[src/sv/hbs_pkg.sv]
// ----------------------------------------------------------------------------
// hbs_pkg
// Shared types and codes of the healthy backend selector: item and result
// payloads, table entry layout, register indexes and controller states.
// ----------------------------------------------------------------------------
package hbs_pkg;

	localparam int SLOT_W   = 4;
	localparam int NUM_SLOTS = 1 << SLOT_W;
	localparam int CONN_W   = 16;
	localparam int CNT8_W   = 8;
	localparam int MASK_W   = 16;
	localparam int ROT_W    = 32;
	localparam int CFG_IDX_W = 2;
	localparam int CFG_DAT_W = 16;

	// Item kinds
	localparam logic [1:0] MODE_SELECT  = 2'd0;
	localparam logic [1:0] MODE_HEALTH  = 2'd1;
	localparam logic [1:0] MODE_SETCONN = 2'd2;
	localparam logic [1:0] MODE_NONE    = 2'd3;

	// Selection algorithms
	localparam logic ALGO_RR = 1'b0;
	localparam logic ALGO_LC = 1'b1;

	// Register indexes
	localparam logic [CFG_IDX_W-1:0] REG_ALGO = 2'd0;
	localparam logic [CFG_IDX_W-1:0] REG_HTHR = 2'd1;
	localparam logic [CFG_IDX_W-1:0] REG_UTHR = 2'd2;
	localparam logic [CFG_IDX_W-1:0] REG_MASK = 2'd3;

	localparam logic [CNT8_W-1:0] CNT8_MAX = 8'hFF;

	typedef struct packed {
		logic              algo;
		logic [CNT8_W-1:0] hthr;
		logic [CNT8_W-1:0] uthr;
		logic [MASK_W-1:0] mask;
	} cfg_t;

	localparam cfg_t CFG_RESET = '{algo: ALGO_RR, hthr: 8'd2, uthr: 8'd3, mask: '0};

	typedef struct packed {
		logic [1:0]        mode;
		logic [SLOT_W-1:0] slot;
		logic              passed;
		logic [CONN_W-1:0] connections;
	} item_t;

	typedef struct packed {
		logic              found;
		logic [SLOT_W-1:0] chosen_slot;
		logic              is_healthy;
		logic              state_changed;
	} res_t;

	localparam res_t RES_NONE = '{found: 1'b0, chosen_slot: '0, is_healthy: 1'b0,
		state_changed: 1'b0};

	typedef struct packed {
		logic              healthy;
		logic [CNT8_W-1:0] fails;
		logic [CNT8_W-1:0] checks;
		logic [CONN_W-1:0] active;
	} entry_t;

	localparam entry_t ENTRY_RESET = '{healthy: 1'b1, fails: '0, checks: '0, active: '0};

	typedef struct packed {
		logic              rd_en;
		logic [SLOT_W-1:0] rd_addr;
		logic              wr_en;
		logic [SLOT_W-1:0] wr_addr;
		entry_t            wr_data;
	} tbl_req_t;

	typedef enum logic [2:0] {
		ST_IDLE,
		ST_CNT,
		ST_DIV,
		ST_PICK,
		ST_LC,
		ST_RD,
		ST_WR,
		ST_DONE
	} state_t;

endpackage

[src/sv/hbs_ifs.sv]
// ----------------------------------------------------------------------------
// hbs channel interfaces
// Valid/ready channels for items, results and register writes.
// ----------------------------------------------------------------------------
interface hbs_item_if;
	import hbs_pkg::*;
	logic              valid;
	logic              ready;
	logic [1:0]        mode;
	logic [SLOT_W-1:0] slot;
	logic              passed;
	logic [CONN_W-1:0] connections;
	modport source (output valid, mode, slot, passed, connections, input ready);
	modport sink   (input valid, mode, slot, passed, connections, output ready);
endinterface

interface hbs_result_if;
	import hbs_pkg::*;
	logic              valid;
	logic              ready;
	logic              found;
	logic [SLOT_W-1:0] chosen_slot;
	logic              is_healthy;
	logic              state_changed;
	modport source (output valid, found, chosen_slot, is_healthy, state_changed, input ready);
	modport sink   (input valid, found, chosen_slot, is_healthy, state_changed, output ready);
endinterface

interface hbs_cfg_if;
	import hbs_pkg::*;
	logic                 valid;
	logic                 ready;
	logic [CFG_IDX_W-1:0] index;
	logic [CFG_DAT_W-1:0] data;
	modport source (output valid, index, data, input ready);
	modport sink   (input valid, index, data, output ready);
endinterface

[src/sv/healthy_backend_selector_core.sv]
// ----------------------------------------------------------------------------
// healthy_backend_selector_core
// Backend table with health tracking and round-robin or least-connections
// selection over present, healthy slots.
// ----------------------------------------------------------------------------
// One item is in work at a time; D = min(NUM_BACKENDS, 16) table slots are
// scanned through the table memory, one entry per cycle. A health result or
// a connection load for an in-range slot is a read-modify-write of one entry.
// A least-connections select is one scan of the table. A round-robin select
// runs a counting scan of the table, a modulo of the rotation counter by the
// usable-slot count in a bit-serial divider, and a walk over the usable
// slots; with no usable slot it ends after the scan. Mode 3 items are taken
// and give no result. The result waits in an output register, so a new item
// is taken while the previous result is not yet taken. The register port is
// always ready; write it only while the block is idle.
module healthy_backend_selector_core #(
	parameter int NUM_BACKENDS = 16
) (
	input  logic         clk,
	input  logic         arst_n,
	hbs_item_if.sink     item,
	hbs_result_if.source result,
	hbs_cfg_if.sink      cfg
);
	import hbs_pkg::*;

	localparam int DEPTH = (NUM_BACKENDS < NUM_SLOTS) ? NUM_BACKENDS : NUM_SLOTS;
	localparam int CW    = $clog2(DEPTH + 1);

	cfg_t             cfg_q;
	item_t            item_in;
	res_t             ctrl_res;
	res_t             res_q;
	logic             res_vld_q;
	logic             ctrl_res_valid;
	logic             ctrl_res_ready;
	tbl_req_t         tbl_req;
	entry_t           rd_data;
	logic             div_start;
	logic [ROT_W-1:0] div_dividend;
	logic [CW-1:0]    div_divisor;
	logic             div_done;
	logic [CW-1:0]    div_rem;

	// Register writes
	assign cfg.ready = 1'b1;

	always_ff @(posedge clk or negedge arst_n) begin
		if (!arst_n) begin
			cfg_q <= CFG_RESET;
		end else if (cfg.valid) begin
			unique case (cfg.index)
				REG_ALGO: cfg_q.algo <= cfg.data[0];
				REG_HTHR: cfg_q.hthr <= cfg.data[CNT8_W-1:0];
				REG_UTHR: cfg_q.uthr <= cfg.data[CNT8_W-1:0];
				REG_MASK: cfg_q.mask <= cfg.data[MASK_W-1:0];
				default:  ;
			endcase
		end
	end

	assign item_in = '{mode: item.mode, slot: item.slot, passed: item.passed,
		connections: item.connections};

	hbs_table #(.DEPTH(DEPTH)) u_table (
		.clk     (clk),
		.arst_n  (arst_n),
		.req     (tbl_req),
		.rd_data (rd_data)
	);

	hbs_mod #(.CW(CW)) u_mod (
		.clk      (clk),
		.arst_n   (arst_n),
		.start    (div_start),
		.dividend (div_dividend),
		.divisor  (div_divisor),
		.done     (div_done),
		.rem      (div_rem)
	);

	hbs_ctrl #(.DEPTH(DEPTH)) u_ctrl (
		.clk          (clk),
		.arst_n       (arst_n),
		.cfg          (cfg_q),
		.item_valid   (item.valid),
		.item_ready   (item.ready),
		.item         (item_in),
		.res_valid    (ctrl_res_valid),
		.res_ready    (ctrl_res_ready),
		.res          (ctrl_res),
		.tbl_req      (tbl_req),
		.rd_data      (rd_data),
		.div_start    (div_start),
		.div_dividend (div_dividend),
		.div_divisor  (div_divisor),
		.div_done     (div_done),
		.div_rem      (div_rem)
	);

	// Output register: load when empty or being drained
	assign ctrl_res_ready = !res_vld_q || result.ready;

	always_ff @(posedge clk or negedge arst_n) begin
		if (!arst_n) begin
			res_vld_q <= 1'b0;
		end else if (ctrl_res_valid && ctrl_res_ready) begin
			res_vld_q <= 1'b1;
		end else if (result.ready) begin
			res_vld_q <= 1'b0;
		end
	end

	always_ff @(posedge clk) begin
		if (ctrl_res_valid && ctrl_res_ready) begin
			res_q <= ctrl_res;
		end
	end

	assign result.valid         = res_vld_q;
	assign result.found         = res_q.found;
	assign result.chosen_slot   = res_q.chosen_slot;
	assign result.is_healthy    = res_q.is_healthy;
	assign result.state_changed = res_q.state_changed;

endmodule

[src/sv/hbs_table.sv]
// ----------------------------------------------------------------------------
// hbs_table
// Backend table: one synchronous memory of entries with a registered read
// port and a write port. Entries never written since reset read as healthy
// with all counts zero.
// ----------------------------------------------------------------------------
module hbs_table #(
	parameter int DEPTH = 16
) (
	input  logic              clk,
	input  logic              arst_n,
	input  hbs_pkg::tbl_req_t req,
	output hbs_pkg::entry_t   rd_data
);
	import hbs_pkg::*;

	localparam int IW = (DEPTH > 1) ? $clog2(DEPTH) : 1;

	entry_t           mem_q [DEPTH];
	entry_t           rd_s1;
	logic             rd_vld_s1;
	logic [DEPTH-1:0] vld_q;
	logic [IW-1:0]    ra;
	logic [IW-1:0]    wa;

	assign ra = req.rd_addr[IW-1:0];
	assign wa = req.wr_addr[IW-1:0];

	// Write and read the array
	always_ff @(posedge clk) begin
		if (req.wr_en) begin
			mem_q[wa] <= req.wr_data;
		end
		if (req.rd_en) begin
			rd_s1 <= mem_q[ra];
		end
	end

	// Track written entries
	always_ff @(posedge clk or negedge arst_n) begin
		if (!arst_n) begin
			vld_q     <= '0;
			rd_vld_s1 <= 1'b0;
		end else begin
			if (req.wr_en) begin
				vld_q[wa] <= 1'b1;
			end
			if (req.rd_en) begin
				rd_vld_s1 <= vld_q[ra];
			end
		end
	end

	assign rd_data = rd_vld_s1 ? rd_s1 : ENTRY_RESET;

endmodule

[src/sv/hbs_mod.sv]
// ----------------------------------------------------------------------------
// hbs_mod
// Iterative modulo unit: restoring division of a 32-bit dividend by a
// narrow divisor, one quotient bit per cycle, remainder only.
// ----------------------------------------------------------------------------
module hbs_mod #(
	parameter int CW = 5
) (
	input  logic                      clk,
	input  logic                      arst_n,
	input  logic                      start,
	input  logic [hbs_pkg::ROT_W-1:0] dividend,
	input  logic [CW-1:0]             divisor,
	output logic                      done,
	output logic [CW-1:0]             rem
);
	import hbs_pkg::*;

	localparam int STEP_W = $clog2(ROT_W);

	logic [ROT_W-1:0]  dvd_q;
	logic [CW-1:0]     dsr_q;
	logic [CW-1:0]     rem_q;
	logic [STEP_W-1:0] step_q;
	logic              busy_q;
	logic              done_q;
	logic [CW:0]       trial;
	logic [CW:0]       diff;

	// Shift in the next dividend bit and try a subtract
	assign trial = {rem_q, dvd_q[ROT_W-1]};
	assign diff  = trial - {1'b0, dsr_q};

	always_ff @(posedge clk) begin
		if (start) begin
			dvd_q <= dividend;
			dsr_q <= divisor;
			rem_q <= '0;
		end else if (busy_q) begin
			dvd_q <= {dvd_q[ROT_W-2:0], 1'b0};
			rem_q <= (trial >= {1'b0, dsr_q}) ? diff[CW-1:0] : trial[CW-1:0];
		end
	end

	// Step count and completion
	always_ff @(posedge clk or negedge arst_n) begin
		if (!arst_n) begin
			busy_q <= 1'b0;
			done_q <= 1'b0;
			step_q <= '0;
		end else begin
			done_q <= busy_q && (step_q == STEP_W'(ROT_W - 1));
			if (start) begin
				busy_q <= 1'b1;
				step_q <= '0;
			end else if (busy_q) begin
				step_q <= step_q + STEP_W'(1);
				if (step_q == STEP_W'(ROT_W - 1)) begin
					busy_q <= 1'b0;
				end
			end
		end
	end

	assign done = done_q;
	assign rem  = rem_q;

endmodule

[src/sv/hbs_ctrl.sv]
// ----------------------------------------------------------------------------
// hbs_ctrl
// Item sequencer: scans the table for a select, runs read-modify-write for
// health results and connection loads, and hands on one result for each item but mode 3.
// ----------------------------------------------------------------------------
module hbs_ctrl #(
	parameter int DEPTH = 16
) (
	input  logic                      clk,
	input  logic                      arst_n,
	input  hbs_pkg::cfg_t             cfg,
	input  logic                      item_valid,
	output logic                      item_ready,
	input  hbs_pkg::item_t            item,
	output logic                      res_valid,
	input  logic                      res_ready,
	output hbs_pkg::res_t             res,
	output hbs_pkg::tbl_req_t         tbl_req,
	input  hbs_pkg::entry_t           rd_data,
	output logic                      div_start,
	output logic [hbs_pkg::ROT_W-1:0] div_dividend,
	output logic [$clog2(DEPTH+1)-1:0] div_divisor,
	input  logic                      div_done,
	input  logic [$clog2(DEPTH+1)-1:0] div_rem
);
	import hbs_pkg::*;

	localparam int IW    = (DEPTH > 1) ? $clog2(DEPTH) : 1;
	localparam int CW    = $clog2(DEPTH + 1);
	localparam int CTR_W = IW + 1;

	state_t           state_q;
	state_t           state_d;
	item_t            it_q;
	res_t             pend_q;
	res_t             upd_res;
	entry_t           upd_entry;
	logic [CTR_W-1:0] ctr_q;
	logic             vld_s1;
	logic [IW-1:0]    idx_s1;
	logic [CW-1:0]    cnt_q;
	logic [DEPTH-1:0] usable_q;
	logic [IW-1:0]    pk_q;
	logic [CW-1:0]    seen_q;
	logic             have_q;
	logic [IW-1:0]    best_idx_q;
	logic [CONN_W-1:0] best_act_q;
	logic [ROT_W-1:0] rot_q;
	logic             use_s1;
	logic             scan_last;
	logic             issue;
	logic             slot_bad;
	logic             pick_hit;

	assign use_s1    = vld_s1 && cfg.mask[SLOT_W'(idx_s1)] && rd_data.healthy;
	assign scan_last = (ctr_q == CTR_W'(DEPTH)) && !vld_s1;
	assign issue     = (ctr_q != CTR_W'(DEPTH));
	assign slot_bad  = ({1'b0, item.slot} >= (SLOT_W + 1)'(DEPTH));
	assign pick_hit  = usable_q[pk_q] && (seen_q == div_rem);

	// Next state
	always_comb begin
		state_d = state_q;
		unique case (state_q)
			ST_IDLE: begin
				if (item_valid) begin
					if (item.mode == MODE_SELECT) begin
						state_d = (cfg.algo == ALGO_LC) ? ST_LC : ST_CNT;
					end else if (item.mode == MODE_NONE) begin
						state_d = ST_IDLE;
					end else begin
						state_d = slot_bad ? ST_DONE : ST_RD;
					end
				end
			end
			ST_CNT: begin
				if (scan_last) begin
					state_d = (cnt_q == '0) ? ST_DONE : ST_DIV;
				end
			end
			ST_DIV:  if (div_done) state_d = ST_PICK;
			ST_PICK: if (pick_hit) state_d = ST_DONE;
			ST_LC:   if (scan_last) state_d = ST_DONE;
			ST_RD:   state_d = ST_WR;
			ST_WR:   state_d = ST_DONE;
			ST_DONE: if (res_ready) state_d = ST_IDLE;
			default: state_d = ST_IDLE;
		endcase
	end

	// Outputs of the sequencer
	always_comb begin
		item_ready      = 1'b0;
		res_valid       = 1'b0;
		div_start       = 1'b0;
		tbl_req.rd_en   = 1'b0;
		tbl_req.rd_addr = SLOT_W'(ctr_q[IW-1:0]);
		tbl_req.wr_en   = 1'b0;
		tbl_req.wr_addr = it_q.slot;
		tbl_req.wr_data = upd_entry;
		unique case (state_q)
			ST_IDLE: item_ready = 1'b1;
			ST_CNT: begin
				tbl_req.rd_en = issue;
				div_start     = scan_last && (cnt_q != '0);
			end
			ST_LC:   tbl_req.rd_en = issue;
			ST_RD: begin
				tbl_req.rd_en   = 1'b1;
				tbl_req.rd_addr = it_q.slot;
			end
			ST_WR:   tbl_req.wr_en = 1'b1;
			ST_DONE: res_valid = 1'b1;
			default: ;
		endcase
	end

	// Update one entry for a health result or a connection load
	always_comb begin
		upd_entry = rd_data;
		upd_res   = '{found: 1'b1, chosen_slot: it_q.slot, is_healthy: rd_data.healthy,
			state_changed: 1'b0};
		if (it_q.mode == MODE_SETCONN) begin
			upd_entry.active = it_q.connections;
		end else begin
			if (rd_data.checks != CNT8_MAX) begin
				upd_entry.checks = rd_data.checks + 8'd1;
			end
			if (it_q.passed) begin
				upd_entry.fails = '0;
				if (!rd_data.healthy && (upd_entry.checks >= cfg.hthr)) begin
					upd_entry.healthy = 1'b1;
				end
			end else begin
				if (rd_data.fails != CNT8_MAX) begin
					upd_entry.fails = rd_data.fails + 8'd1;
				end
				if (upd_entry.fails >= cfg.uthr) begin
					upd_entry.healthy = 1'b0;
				end
			end
			upd_res.is_healthy    = upd_entry.healthy;
			upd_res.state_changed = upd_entry.healthy != rd_data.healthy;
		end
	end

	// Control state
	always_ff @(posedge clk or negedge arst_n) begin
		if (!arst_n) begin
			state_q <= ST_IDLE;
			ctr_q   <= '0;
			vld_s1  <= 1'b0;
			rot_q   <= '0;
		end else begin
			state_q <= state_d;
			vld_s1  <= ((state_q == ST_CNT) || (state_q == ST_LC)) && issue;
			if (state_q == ST_IDLE) begin
				ctr_q <= '0;
			end else if (((state_q == ST_CNT) || (state_q == ST_LC)) && issue) begin
				ctr_q <= ctr_q + CTR_W'(1);
			end
			if ((state_q == ST_PICK) && pick_hit) begin
				rot_q <= rot_q + ROT_W'(1);
			end
		end
	end

	// Datapath of the scans and the pending result
	always_ff @(posedge clk) begin
		idx_s1 <= ctr_q[IW-1:0];
		case (state_q)
			ST_IDLE: begin
				if (item_valid) begin
					it_q   <= item;
					cnt_q  <= '0;
					have_q <= 1'b0;
					pend_q <= '{found: 1'b1, chosen_slot: item.slot, is_healthy: 1'b0,
						state_changed: 1'b0};
				end
			end
			ST_CNT: begin
				if (vld_s1) begin
					usable_q[idx_s1] <= use_s1;
					cnt_q            <= cnt_q + CW'(use_s1);
				end
				if (scan_last) begin
					pk_q   <= '0;
					seen_q <= '0;
					pend_q <= RES_NONE;
				end
			end
			ST_PICK: begin
				pk_q <= pk_q + IW'(1);
				if (usable_q[pk_q]) begin
					if (seen_q == div_rem) begin
						pend_q <= '{found: 1'b1, chosen_slot: SLOT_W'(pk_q), is_healthy: 1'b1,
							state_changed: 1'b0};
					end else begin
						seen_q <= seen_q + CW'(1);
					end
				end
			end
			ST_LC: begin
				if (use_s1 && (!have_q || (rd_data.active < best_act_q))) begin
					have_q     <= 1'b1;
					best_act_q <= rd_data.active;
					best_idx_q <= idx_s1;
				end
				if (scan_last) begin
					pend_q <= have_q ? '{found: 1'b1, chosen_slot: SLOT_W'(best_idx_q),
						is_healthy: 1'b1, state_changed: 1'b0} : RES_NONE;
				end
			end
			ST_WR:   pend_q <= upd_res;
			default: ;
		endcase
	end

	assign res          = pend_q;
	assign div_dividend = rot_q;
	assign div_divisor  = cnt_q;

endmodule

[src/flat_wrapper.sv]
// flat-port wrapper written by rule: the top's interface ports become plain ports
module healthy_backend_selector_core_flat import hbs_pkg::*;
#(
	parameter int NUM_BACKENDS = 16
)
  (clk, arst_n, item_valid, item_mode, item_slot, item_passed, item_connections, item_ready, result_valid, result_found, result_chosen_slot, result_is_healthy, result_state_changed, result_ready, cfg_valid, cfg_index, cfg_data, cfg_ready);
  hbs_item_if item_i ();
  hbs_result_if result_i ();
  hbs_cfg_if cfg_i ();
  input  logic clk;
  input  logic arst_n;
  input wire logic [$bits(item_i.valid)-1:0] item_valid;
  input wire logic [$bits(item_i.mode)-1:0] item_mode;
  input wire logic [$bits(item_i.slot)-1:0] item_slot;
  input wire logic [$bits(item_i.passed)-1:0] item_passed;
  input wire logic [$bits(item_i.connections)-1:0] item_connections;
  output wire logic [$bits(item_i.ready)-1:0] item_ready;
  output wire logic [$bits(result_i.valid)-1:0] result_valid;
  output wire logic [$bits(result_i.found)-1:0] result_found;
  output wire logic [$bits(result_i.chosen_slot)-1:0] result_chosen_slot;
  output wire logic [$bits(result_i.is_healthy)-1:0] result_is_healthy;
  output wire logic [$bits(result_i.state_changed)-1:0] result_state_changed;
  input wire logic [$bits(result_i.ready)-1:0] result_ready;
  input wire logic [$bits(cfg_i.valid)-1:0] cfg_valid;
  input wire logic [$bits(cfg_i.index)-1:0] cfg_index;
  input wire logic [$bits(cfg_i.data)-1:0] cfg_data;
  output wire logic [$bits(cfg_i.ready)-1:0] cfg_ready;
  assign item_i.valid = item_valid;
  assign item_i.mode = item_mode;
  assign item_i.slot = item_slot;
  assign item_i.passed = item_passed;
  assign item_i.connections = item_connections;
  assign item_ready = item_i.ready;
  assign result_valid = result_i.valid;
  assign result_found = result_i.found;
  assign result_chosen_slot = result_i.chosen_slot;
  assign result_is_healthy = result_i.is_healthy;
  assign result_state_changed = result_i.state_changed;
  assign result_i.ready = result_ready;
  assign cfg_i.valid = cfg_valid;
  assign cfg_i.index = cfg_index;
  assign cfg_i.data = cfg_data;
  assign cfg_ready = cfg_i.ready;
  healthy_backend_selector_core #(.NUM_BACKENDS(NUM_BACKENDS)) u_core (.clk(clk), .arst_n(arst_n), .item(item_i), .result(result_i), .cfg(cfg_i));
endmodule
[config.mk]
export PLATFORM = sky130hd
export DESIGN_NAME = healthy_backend_selector_core_flat
export DESIGN_NICKNAME = d
export VERILOG_FILES = /design/src/sv/hbs_pkg.sv /design/src/sv/hbs_ifs.sv /design/src/sv/healthy_backend_selector_core.sv /design/src/sv/hbs_table.sv /design/src/sv/hbs_mod.sv /design/src/sv/hbs_ctrl.sv /design/src/flat_wrapper.sv
export SDC_FILE = /design/constraint.sdc
export NUM_CORES = 1
export LEC_CHECK = 0
export BUFFER_PORTS_ARGS = -buffer_cell sky130_fd_sc_hd__buf_4
export CAP_MARGIN = 30
export CELL_PAD_IN_SITES_DETAIL_PLACEMENT = 2
export CELL_PAD_IN_SITES_GLOBAL_PLACEMENT = 2
export CORE_MARGIN = 4
export CORE_UTILIZATION = 25
export DETAILED_ROUTE_END_ITERATION = 12
export PLACE_DENSITY_LB_ADDON = 0.3
export SYNTH_ARGS = -nofsm -noshare
export SYNTH_HDL_FRONTEND = slang
export SYNTH_SLANG_ARGS = --single-unit
[constraint.sdc]
create_clock -name clk -period 4.9 [get_ports clk]
set_input_delay 0.98 -clock clk [delete_from_list [all_inputs] [get_ports clk]]
set_output_delay 0.98 -clock clk [all_outputs]
set_load 0.05 [all_outputs]
== Yosys cells after proc, flatten, opt, wreduce, memory -nomap -nowiden ==
Memories as Yosys holds them, arrays and structs flattened. A register that Yosys moved wholly into a read port is not among the register bits.
Index checks and enable logic that the tools add are counted.

* Mux-type cells: 74
* Order comparisons: 10
* Bitwise operators: 1
* Eq/ne operators: 30
* Reductions and logical operators: 46
* $add $sub $neg: 9

{| class="wikitable"
|+ Operators by type and width
! operator !! number
|-
| two-way mux 32 bit || 2
|-
| two-way mux 5 bit || 10
|-
| two-way mux 7 bit || 6
|-
| two-way mux 8 bit || 5
|-
| one-hot mux 7 bit (5 select lines) || 1
|-
| two-way mux 33 bit || 1
|-
| adder 32 x 1 -> 32 bit, second input constant || 1
|-
| two-way mux 3 bit || 10
|-
| one-hot mux 3 bit (8 select lines) || 1
|-
| less-than comparator 4 x 5 -> 1 bit, second input constant || 4
|-
| two-way mux 1 bit || 20
|-
| one-hot mux 5 bit (2 select lines) || 2
|-
| two-way mux 9 bit || 2
|-
| two-way mux 17 bit || 1
|-
| adder 8 x 1 -> 8 bit, second input constant || 2
|-
| bitwise mux 16 bit || 1
|-
| greater-or-equal comparator 8 bit || 2
|-
| less-than comparator 16 bit || 1
|-
| two-way mux 16 bit || 1
|-
| inequality test 2 bit, second input constant || 8
|-
| inequality test 8 bit, second input constant || 2
|-
| OR 16 bit || 1
|-
| AND reduction 2 bit || 8
|-
| adder 5 x 1 -> 5 bit, second input constant || 3
|-
| 33 further kinds || 75
|}

* Register bits: 233
* Output and inout bits: 10
* Input port bits: 46
* Word-level logic and storage cells: 208
* Memories: 1
* RAM bits: 528

{| class="wikitable"
|+ Memory list
! name !! depth !! width !! read ports !! clocked after Yosys merged registers in !! write ports !! line !! RTL
|-
| u_core.u_table.mem_q || 16 || 33 || 1 || 1 || 1 || hbs_table.sv:19 || <nowiki>entry_t mem_q [DEPTH];</nowiki>
|}

== Longest topological paths before layout ==
Gate-level depths: netlist of the first run.

* Word-level depth: 12
* Depth in mapped cells: 19
* Depth with buffers taken out: 15

== Hierarchy ==
From an unflattened synthesis of the first run, not the netlist that was laid out.

* Cells, all modules: 1,802
* Area total of the unflattened synthesis: 32,826.5 um^2

{| class="wikitable"
|+ Modules (own cells, without submodules)
! module !! area an instance (um^2) !! cells each !! seq. area each (um^2) !! instances
|-
| hbs_table || 21,755.9 || 864 || 17,271.6 || 1
|-
| hbs_ctrl || 7,259.5 || 703 || 3,538.4 || 1
|-
| hbs_mod || 2,248.4 || 151 || 1,386.3 || 1
|-
| healthy_backend_selector_core || 1,562.7 || 84 || 1,064.8 || 1
|}

== Least setup slack after synthesis of the first run ==
No wires, ideal clock.

* Kind: register -> register
* From: register u_core.u_ctrl.state_q[2]
* To: memory u_core.u_table.mem_q[2][0] in the netlist's numbering, enable pin
* Stages on the path, launching flop included: 6
* Library setup time: 0.465 ns
* Buffers on the path: 1
* Period minus slack after synthesis: 4.213 ns
* Required time: 4.435 ns
* Path slack: 0.687 ns
* Data arrival time: 3.747 ns
* Cells stage by stage: dfrtp_1 -> buf_2 -> clkinv_1 -> nor3_1 -> nand3b_1 -> nor3_1

* Cells in the longest elaborated chain, start to end: 4

{| class="wikitable"
|+ RTL lines
! what !! line !! RTL
|-
| start, declared || hbs_ctrl.sv:32 || <nowiki>state_t state_q;</nowiki>
|-
| start signal, assigned || hbs_ctrl.sv:155 || <nowiki>state_q <= state_d;</nowiki>
|-
| == test 3 bit || hbs_ctrl.sv:101 || <nowiki>unique case (state_q)</nowiki>
|-
| two-way mux 1 bit || hbs_ctrl.sv:101 ||
|-
| two-way mux 1 bit || hbs_table.sv:31 || <nowiki>if (req.wr_en) begin</nowiki>
|-
| two-way mux 1 bit (not written as such) || hbs_table.sv:32 || <nowiki>mem_q[wa] <= req.wr_data;</nowiki>
|-
| end, declared || hbs_table.sv:19 ||
|}

No other way between the ends.

== Final worst setup path of the first run ==
* From: register u_core.u_table.rd_vld_s1
* To: register u_core.u_ctrl.pend_q (netlist bit u_core.u_ctrl.res[1]) (data pin)

* Cells in the longest elaborated chain, start to end: 11
* Elaborated cells on any way between the ends: 20
* Those cells by class: add/sub (2); order compare (2); eq/ne (2); mux (12); reduce/logical (2)

{| class="wikitable"
|+ RTL lines
! what !! line !! RTL
|-
| start, declared || hbs_table.sv:21 || <nowiki>logic rd_vld_s1;</nowiki>
|-
| start signal, assigned || hbs_table.sv:49 || <nowiki>rd_vld_s1 <= vld_q[ra];</nowiki>
|-
| two-way mux 33 bit (*) || hbs_table.sv:54 || <nowiki>assign rd_data = rd_vld_s1 ? rd_s1 : ENTRY_RESET;</nowiki>
|-
| adder 8 x 1 -> 8 bit, or another cell as far along || hbs_ctrl.sv:136 || <nowiki>upd_entry.fails = rd_data.fails + 8'd1;</nowiki>
|-
| two-way mux 8 bit (on tied branches) || hbs_ctrl.sv:135, hbs_ctrl.sv:126 ||
|-
| two-way mux 8 bit (on tied branches) || hbs_ctrl.sv:129, hbs_ctrl.sv:123 ||
|-
| two-way mux 8 bit / greater-or-equal comparator 8 bit (equally long branches) || hbs_ctrl.sv:123, hbs_ctrl.sv:131 ||
|-
| greater-or-equal comparator 8 bit / logical AND 1 bit (equally long branches) || hbs_ctrl.sv:138, hbs_ctrl.sv:131 ||
|-
| two-way mux 1 bit (on tied branches) || hbs_ctrl.sv:138, hbs_ctrl.sv:131 ||
|-
| two-way mux 9 bit || hbs_ctrl.sv:129 || <nowiki>if (it_q.passed) begin</nowiki>
|-
| two-way mux 9 bit || hbs_ctrl.sv:123 || <nowiki>if (it_q.mode == MODE_SETCONN) begin</nowiki>
|-
| two-way mux 2 bit (*) || hbs_ctrl.sv:123 ||
|-
| one-hot mux 7 bit (5 select lines) (*) || hbs_ctrl.sv:171 || <nowiki>case (state_q)</nowiki>
|-
| end signal, assigned || hbs_ctrl.sv:177 || <nowiki>pend_q <= '{found: 1'b1, chosen_slot: item.slot, is_healthy: 1'b0,</nowiki>
|-
| end signal, assigned || hbs_ctrl.sv:196 || <nowiki>pend_q <= '{found: 1'b1, chosen_slot: SLOT_W'(pk_q), is_healthy: 1'b1,</nowiki>
|-
| end signal, assigned || hbs_ctrl.sv:210 || <nowiki>pend_q <= have_q ? '{found: 1'b1, chosen_slot: SLOT_W'(best_idx_q),</nowiki>
|-
| end, declared || hbs_ctrl.sv:35 || <nowiki>res_t pend_q;</nowiki>
|}

Every way passes the cells marked *; elsewhere a longest branch is shown, timed or not. The select of a mux whose other input is x is not followed.
A chain may end at the register's enable or synchronous reset.

==> impl_metrics.tcl, run 1 <==
set metrics [dict create \
    grt_pass1_vias 19900 \
    syn_inst 1933 \
    clk_pin_slew_ns 0.07 \
    syn-num-nets 2028 \
    final.period_utilization_pct 82.7 \
    coreArea_um2 129000 \
    final_cells 3867 \
    drive_above_1_share_pct 22.3 \
    syn-cell-area_um2 32500 \
    n_fill_cell 13100 \
    synthFlopType "edfxtp_1" \
    avgSynthCellArea_um2 16.8 \
    reg2reg_from "u_core.u_table.rd_vld_s1$_DFFE_PN0P_" \
    setup.worst_path.class "flip-flop to flip-flop" \
    end_kind "flip-flop" \
    ant_nets 0 \
    grt-ovfl-total 0 \
    cts_sinks 794 \
    slew_viol_final 0 \
    clkLatencyLatePin_ns 0.67 \
    die_h_um 369 \
    finalSetupViolCount 0 \
    grt_pass1_wl_um 135000 \
    cts_max_path_buffers 3 \
    status "finished clean" \
    place_congestion 0.731 \
    syn2layout_area_growth_pct 17.9 \
    cts_root_buffer "clkbuf_16" \
    maxCapViolCount 0 \
    cp.required_ns 5.29 \
    die-area_um2 136000 \
    port_buffers 54 \
    final_common_cell "edfxtp_1" \
    post-place-cells 3701 \
    cts_setup_buffers 0 \
    cts_buffers 90 \
    grt_max_degree 93 \
    synth.distinct_cells 76 \
    synth_edf_count 686 \
    seq_area_frac_synth_pct 71.5 \
    min_path_type "input pin to async pin" \
    cp-start-kind "flip-flop" \
    seq_area_um2 23300 \
    timing.hold.ws_ns 0.322 \
    finalCriticalPeriod_ns 4.05 \
    drc 0 \
    synth_seq_cells 794 \
    synthArstFlopShare_pct 12.5 \
    initial_core_util_pct 25.1 \
    first_pass_iters 7 \
    multi_input_area_um2 8820 \
    hpwl_um 53600 \
    track_usage_pct 13.3 \
    cts_tree "done" \
    slew_headroom_pct 30.3 \
    dieWidth_um 369 \
    setup_tns_ns 0 \
    utilization_pct 29.6 \
    rsz0062_at_grt "no" \
    p_leak_uw 0.0134 \
    antenna_found_initial 3 \
    cts_max_level 3 \
    crit_fanout 17 \
    dr_total_vias 17600 \
    postCtsHoldBufs 0 \
    ctsResizeCount 0 \
    rows 132 \
    worstMarginPinSlew_ns 1.04 \
    yosys_warnings 0 \
    layout_common_cells "edfxtp_1 (686), nand2_1 (228), mux4_2 (138)" \
    r2r_cells 14 \
    cp-startpoint "u_core.u_table.rd_vld_s1$_DFFE_PN0P_" \
    arrival_ns 4.44 \
    skew_ns 0.0405 \
    power.density_nw_per_um2 564 \
    wl_per_cell_um 23.3 \
    nNetsFinal 2146 \
    pin_count 56 \
    routed_wl_um 90100 \
    hold_viol_final 0 \
    vdd_ir_drop_max_mv 0.318 \
    fmax_mhz 247 \
    first_iter_violations 1099 \
    viasPerCell 4.55 \
]
==> logic make-up after synthesis <==
| kind of cell | after synthesis | share of synthesized area (%) |
|---|---|---|
| compound gates | 180 | 3.92 |
| xor+xnor | 64 | 1.72 |
| fa+ha+maj | 49 | 1.91 |
| buf+inv | 144 | 1.87 |
| flops | 794 | 71.5 |
| mux | 199 | 11.8 |
| other cells | 1 | 0.0115 |
| simple gates | 502 | 7.23 |
==> sequential cells by signal, summed over array words and instances (netlist names), 7 cells and up <==
name	count
u_core.u_mod.dvd_q	32
u_core.u_ctrl.it_q	19
u_core.u_ctrl.res	7
u_core.u_table.rd_s1	33
u_core.cfg_q	33
u_core.u_table.vld_q	16
u_core.u_ctrl.div_dividend	32
u_core.u_ctrl.usable_q	16
u_core.u_table.mem_q	528
u_core.u_ctrl.best_act_q	16
==> layer usage <==
metal | share of wire, % | vias up | routed length, um | global-route usage [%]
li1 | - | 7724 | - | -
met1 | 43 | 9520 | 38400 | 16.7
met2 | 52 | 248 | 46700 | 23.6
met3 | 3.9 | 106 | 3480 | 2.35
met4 | 1.8 | 0 | 1630 | 3.29
met5 | 0 | - | 0 | 0
==> area by class of cell <==
type	count	share of cell area [%]
Sequential cell	794	60.7
Multi-Input combinational cell	995	23.0
Clock buffer	117	6.24
Tap cell	1742	5.69
Timing Repair Buffer	110	2.43
Clock inverter	48	1.35
Inverter	60	0.588
Antenna cell	1	0.00653
==> final timing paths <==
kind,to,slack (ns)
worst max register to register,u_core.u_ctrl.res[1]$_SDFFCE_PP0P_,0.85
worst max-delay path,u_core.u_ctrl.res[1]$_SDFFCE_PP0P_,0.85
max in group asynchronous,u_core.cfg_q[17]$_DFFE_PN1P_,3.66
worst min register to register,u_core.result.chosen_slot[1]$_DFFE_PP_,0.43
worst min-delay path,u_core.u_ctrl.div_dividend[19]$_DFFE_PN0P_,0.32
min in group clk,u_core.result.chosen_slot[1]$_DFFE_PP_,0.43
==> synth_stat cells, types with 5 or more instances <==
cell / count / share of area (%)
and3_1: 9 / 0.17
nand2_1: 228 / 2.6
a22oi_1: 68 / 1.6
nor2b_1: 7 / 0.13
and2_1: 30 / 0.58
nand2b_1: 11 / 0.21
mux4_2: 138 / 9.6
or3_1: 8 / 0.15
a211oi_1: 10 / 0.23
mux2i_1: 16 / 0.49
or2_2: 15 / 0.29
buf_4: 6 / 0.14
a21o_1: 12 / 0.28
inv_1: 59 / 0.68
buf_1: 14 / 0.16
o21ai_0: 24 / 0.37
nand4_1: 16 / 0.31
ha_1: 48 / 1.8
xor2_1: 27 / 0.73
edfxtp_1: 686 / 63
a21oi_1: 25 / 0.38
buf_2: 16 / 0.25
nor2_1: 91 / 1.1
xnor2_1: 37 / 1.0
nor3_1: 27 / 0.42
nand3b_1: 5 / 0.12
mux2_2: 41 / 1.4
clkbuf_1: 44 / 0.51
nand3_1: 28 / 0.43
dfrtp_1: 96 / 7.4
dfxtp_1: 9 / 0.55
==> where the power goes <==
part / internal, uW / leakage, uW / switching (uW)
logic: 2190 / 0.00436 / 3500
clock network: 3840 / 0.00143 / 2850
registers: 8800 / 0.00763 / 440
==> critical path, cell delays in order, from the launching register on <==
cell       delay (ns)
dfrtp_1          0.55
nand2_1          0.20
or3_1            0.41
nor3_1           0.21
buf_4            0.21
nor3_1           0.08
xor2_1           0.14
and2_1           0.17
ha_1             0.29
a21o_1           0.19
a21o_1           0.18
a21oi_1          0.15
o31ai_1          0.19
a221o_1          0.58
o2bb2ai_1        0.22
==> per-stage QoR <==
stage	worst slack (ns)	power [uW]	area [um^2]
6_report	0.847	21600	38300
3_5_place_dp	0.877	15200	35400
3_3_place_gp	0.996	14900	35400
5_1_grt	0.496	22800	38300
4_1_cts	0.833	22000	38300
2_1_floorplan	0.687	13000	32500
No activity file was read; power rests on OpenSTA's default activity.
==> run 2, diff against run 1 <==
- clock period: 4.9 -> 3.35 ns (I/O delays scaled with it)
==> impl_metrics.tcl, run 2 (synthesis gave the netlist of run 1 again) <==
set metrics [dict create \
    cts_root_buffer "clkbuf_16" \
    maxCapViolCount 0 \
    drive_above_1_share_pct 25.6 \
    p_leak_uw 0.0139 \
    cp.required_ns 3.76 \
    cp-start-kind "flip-flop" \
    arrival_ns 3.74 \
    path_common_cell "buf_6" \
    power.density_nw_per_um2 842 \
    layout_common_cells "edfxtp_1 (686), nand2_1 (225), mux4_2 (138)" \
    cts_sinks 794 \
    reg_top3 "u_core.u_table.mem_q x528, u_core.cfg_q x33, u_core.u_table.rd_s1 x33" \
    regMostFlops "u_core.u_table.mem_q" \
    wl_per_cell_um 23.0 \
    pin_count 56 \
    grt-ovfl-total 0 \
    grt_max_degree 51 \
    coreArea_um2 129000 \
    finalSetupViolCount 0 \
    clkLatencyLatePin_ns 0.67 \
    grt_pass1_wl_um 135000 \
    swShare_pct 31.0 \
    utilization_pct 30.5 \
    largest_reg_flops 528 \
    first_iter_violations 1378 \
    final.period_utilization_pct 99.2 \
    ant_nets 0 \
    port_buffers 54 \
    p_switching_uw 10300 \
    hpwl_um 55200 \
    end_kind "flip-flop" \
    path_buf_inv 5 \
    track_usage_pct 13.3 \
    seq_power_share_pct 40.3 \
    place_congestion 0.723 \
    worstMarginPinSlew_ns 0.993 \
    power_uw 33200 \
    drc 0 \
    setup.worst_path.class "flip-flop to flip-flop" \
    viasPerCell 4.55 \
    dr_total_vias 17900 \
    final_common_cell "edfxtp_1" \
    die-area_um2 136000 \
    cts_max_path_buffers 3 \
    crit_fanout 8 \
    dieWidth_um 369 \
    path_cells "buf_6 > nand2_4 > inv_2 > ha_4 > nand2_2 > nor3_2 > buf_4 > buf_6 > xnor2_2 > ha_1 > nand2b_1 > a21o_1 > a211oi_4 > o31ai_4 > a221o_2 > clkbuf_16" \
    die_h_um 369 \
    hold_viol_final 0 \
    vdd_ir_drop_max_mv 0.467 \
    finalCriticalPeriod_ns 3.32 \
    cts_tree "done" \
    clkPwrFrac_pct 31.2 \
    initial_core_util_pct 25.1 \
    cp_top_family "compound AO/OA/AOI/OAI gates" \
    status "finished clean" \
    syn2layout_area_growth_pct 21.3 \
    cpMaxStageDelayCell "a221o_2" \
    slew_headroom_pct 33.7 \
    min_path_type "input pin to async pin" \
    diodes 0 \
    skew_ns 0.0385 \
    cts_buffers 92 \
    first_pass_iters 5 \
    fmax_mhz 301 \
    antenna_found_initial 3 \
    nNetsFinal 2206 \
    critical_path.max_stage_delay_ns 0.48 \
    slew_viol_final 0 \
    routed_wl_um 90600 \
    p_int_uw 22900 \
    rsz0062_at_grt "yes" \
    cts_max_level 3 \
    rows 132 \
    clk_pin_slew_ns 0.06 \
    grt_pass1_vias 20000 \
    power_frac_comb_pct 28.5 \
]
run 2: cell types whose count changed in the layout (fill, tap and decap cells not counted), moves of 6 or more:
cell and delta:
clkbuf_16 +6, buf_4 +35, buf_12 +22, clkinv_1 +7, clkbuf_1 -7
run 2: what timing repair did:
item / CTS / global route
gates cloned: 0 / 1
pin swaps: 1 / 7
hold buffers: 0 / 0
setup endpoints to repair: 18 / 38
resized for setup: 5 / 22
buffers inserted: 1 / 3
run 2: path summary, 6_finish.rpt:
kind,from,end,slack (ns),depth (start not counted)
setup / recovery,u_core.u_table.rd_vld_s1$_DFFE_PN0P_,u_core.u_table.mem_q[6][32]$_DFFE_PP_,0.03,16
min in group clk,item_connections[14],u_core.u_ctrl.it_q[14]$_DFFE_PP_,0.17,1
max in group asynchronous,arst_n,u_core.cfg_q[16]$_DFFE_PN1P_,2.47,2
setup reg to reg,u_core.u_table.rd_vld_s1$_DFFE_PN0P_,u_core.u_table.mem_q[6][32]$_DFFE_PP_,0.03,16
hold / removal,arst_n,u_core.u_ctrl.div_dividend[10]$_DFFE_PN0P_,0.07,1
hold reg to reg,u_core.u_ctrl.res[5]$_DFFE_PP_,u_core.result.chosen_slot[3]$_DFFE_PP_,0.42,0
run 2: power by group through the flow:
stage / clock (uW) / sequential (uW) / combinational (uW)
final: 10300 / 13400 / 9470
after detailed placement: 0 / 13600 / 9360
after global placement: 0 / 13500 / 9030
after floorplan: 0 / 13400 / 5700
after global routing: 11100 / 13500 / 10400
after CTS: 10700 / 13400 / 9470
run 2: metal layers:
metal | vias to the layer above | GRT usage (%) | wire length, um
li1 | 7847 | - | -
met1 | 9653 | 17.2 | 39300
met2 | 274 | 23.3 | 46200
met3 | 100 | 2.15 | 3460
met4 | 0 | 3.38 | 1660
met5 | - | 0 | 0
run 2: stage by stage:
step                setup TNS [ns]  cell area (um^2)  worst slack, ns  std cells  hold WS [ns]
finish                           0             39400           0.0265       3931        0.0732
global route                 -2.18             39400           -0.139       3931         0.105
CTS                              0             39300          0.00331       3927        0.0515
detailed placement           -3.46             36100           -0.306       3754         0.408
global placement             -3.36             36100           -0.190       3754         0.428
floorplan                    -1.12             32600           -0.176       1933         0.345
run 2: cell type report:
class,count,area [um^2]
timing repair buffer,168,1650
fill,13100,89900
tap,1742,2180
sequential,794,23300
multi-input combinational,995,8990
inverter,60,225
clock inverter,59,657
clock buffer,113,2460
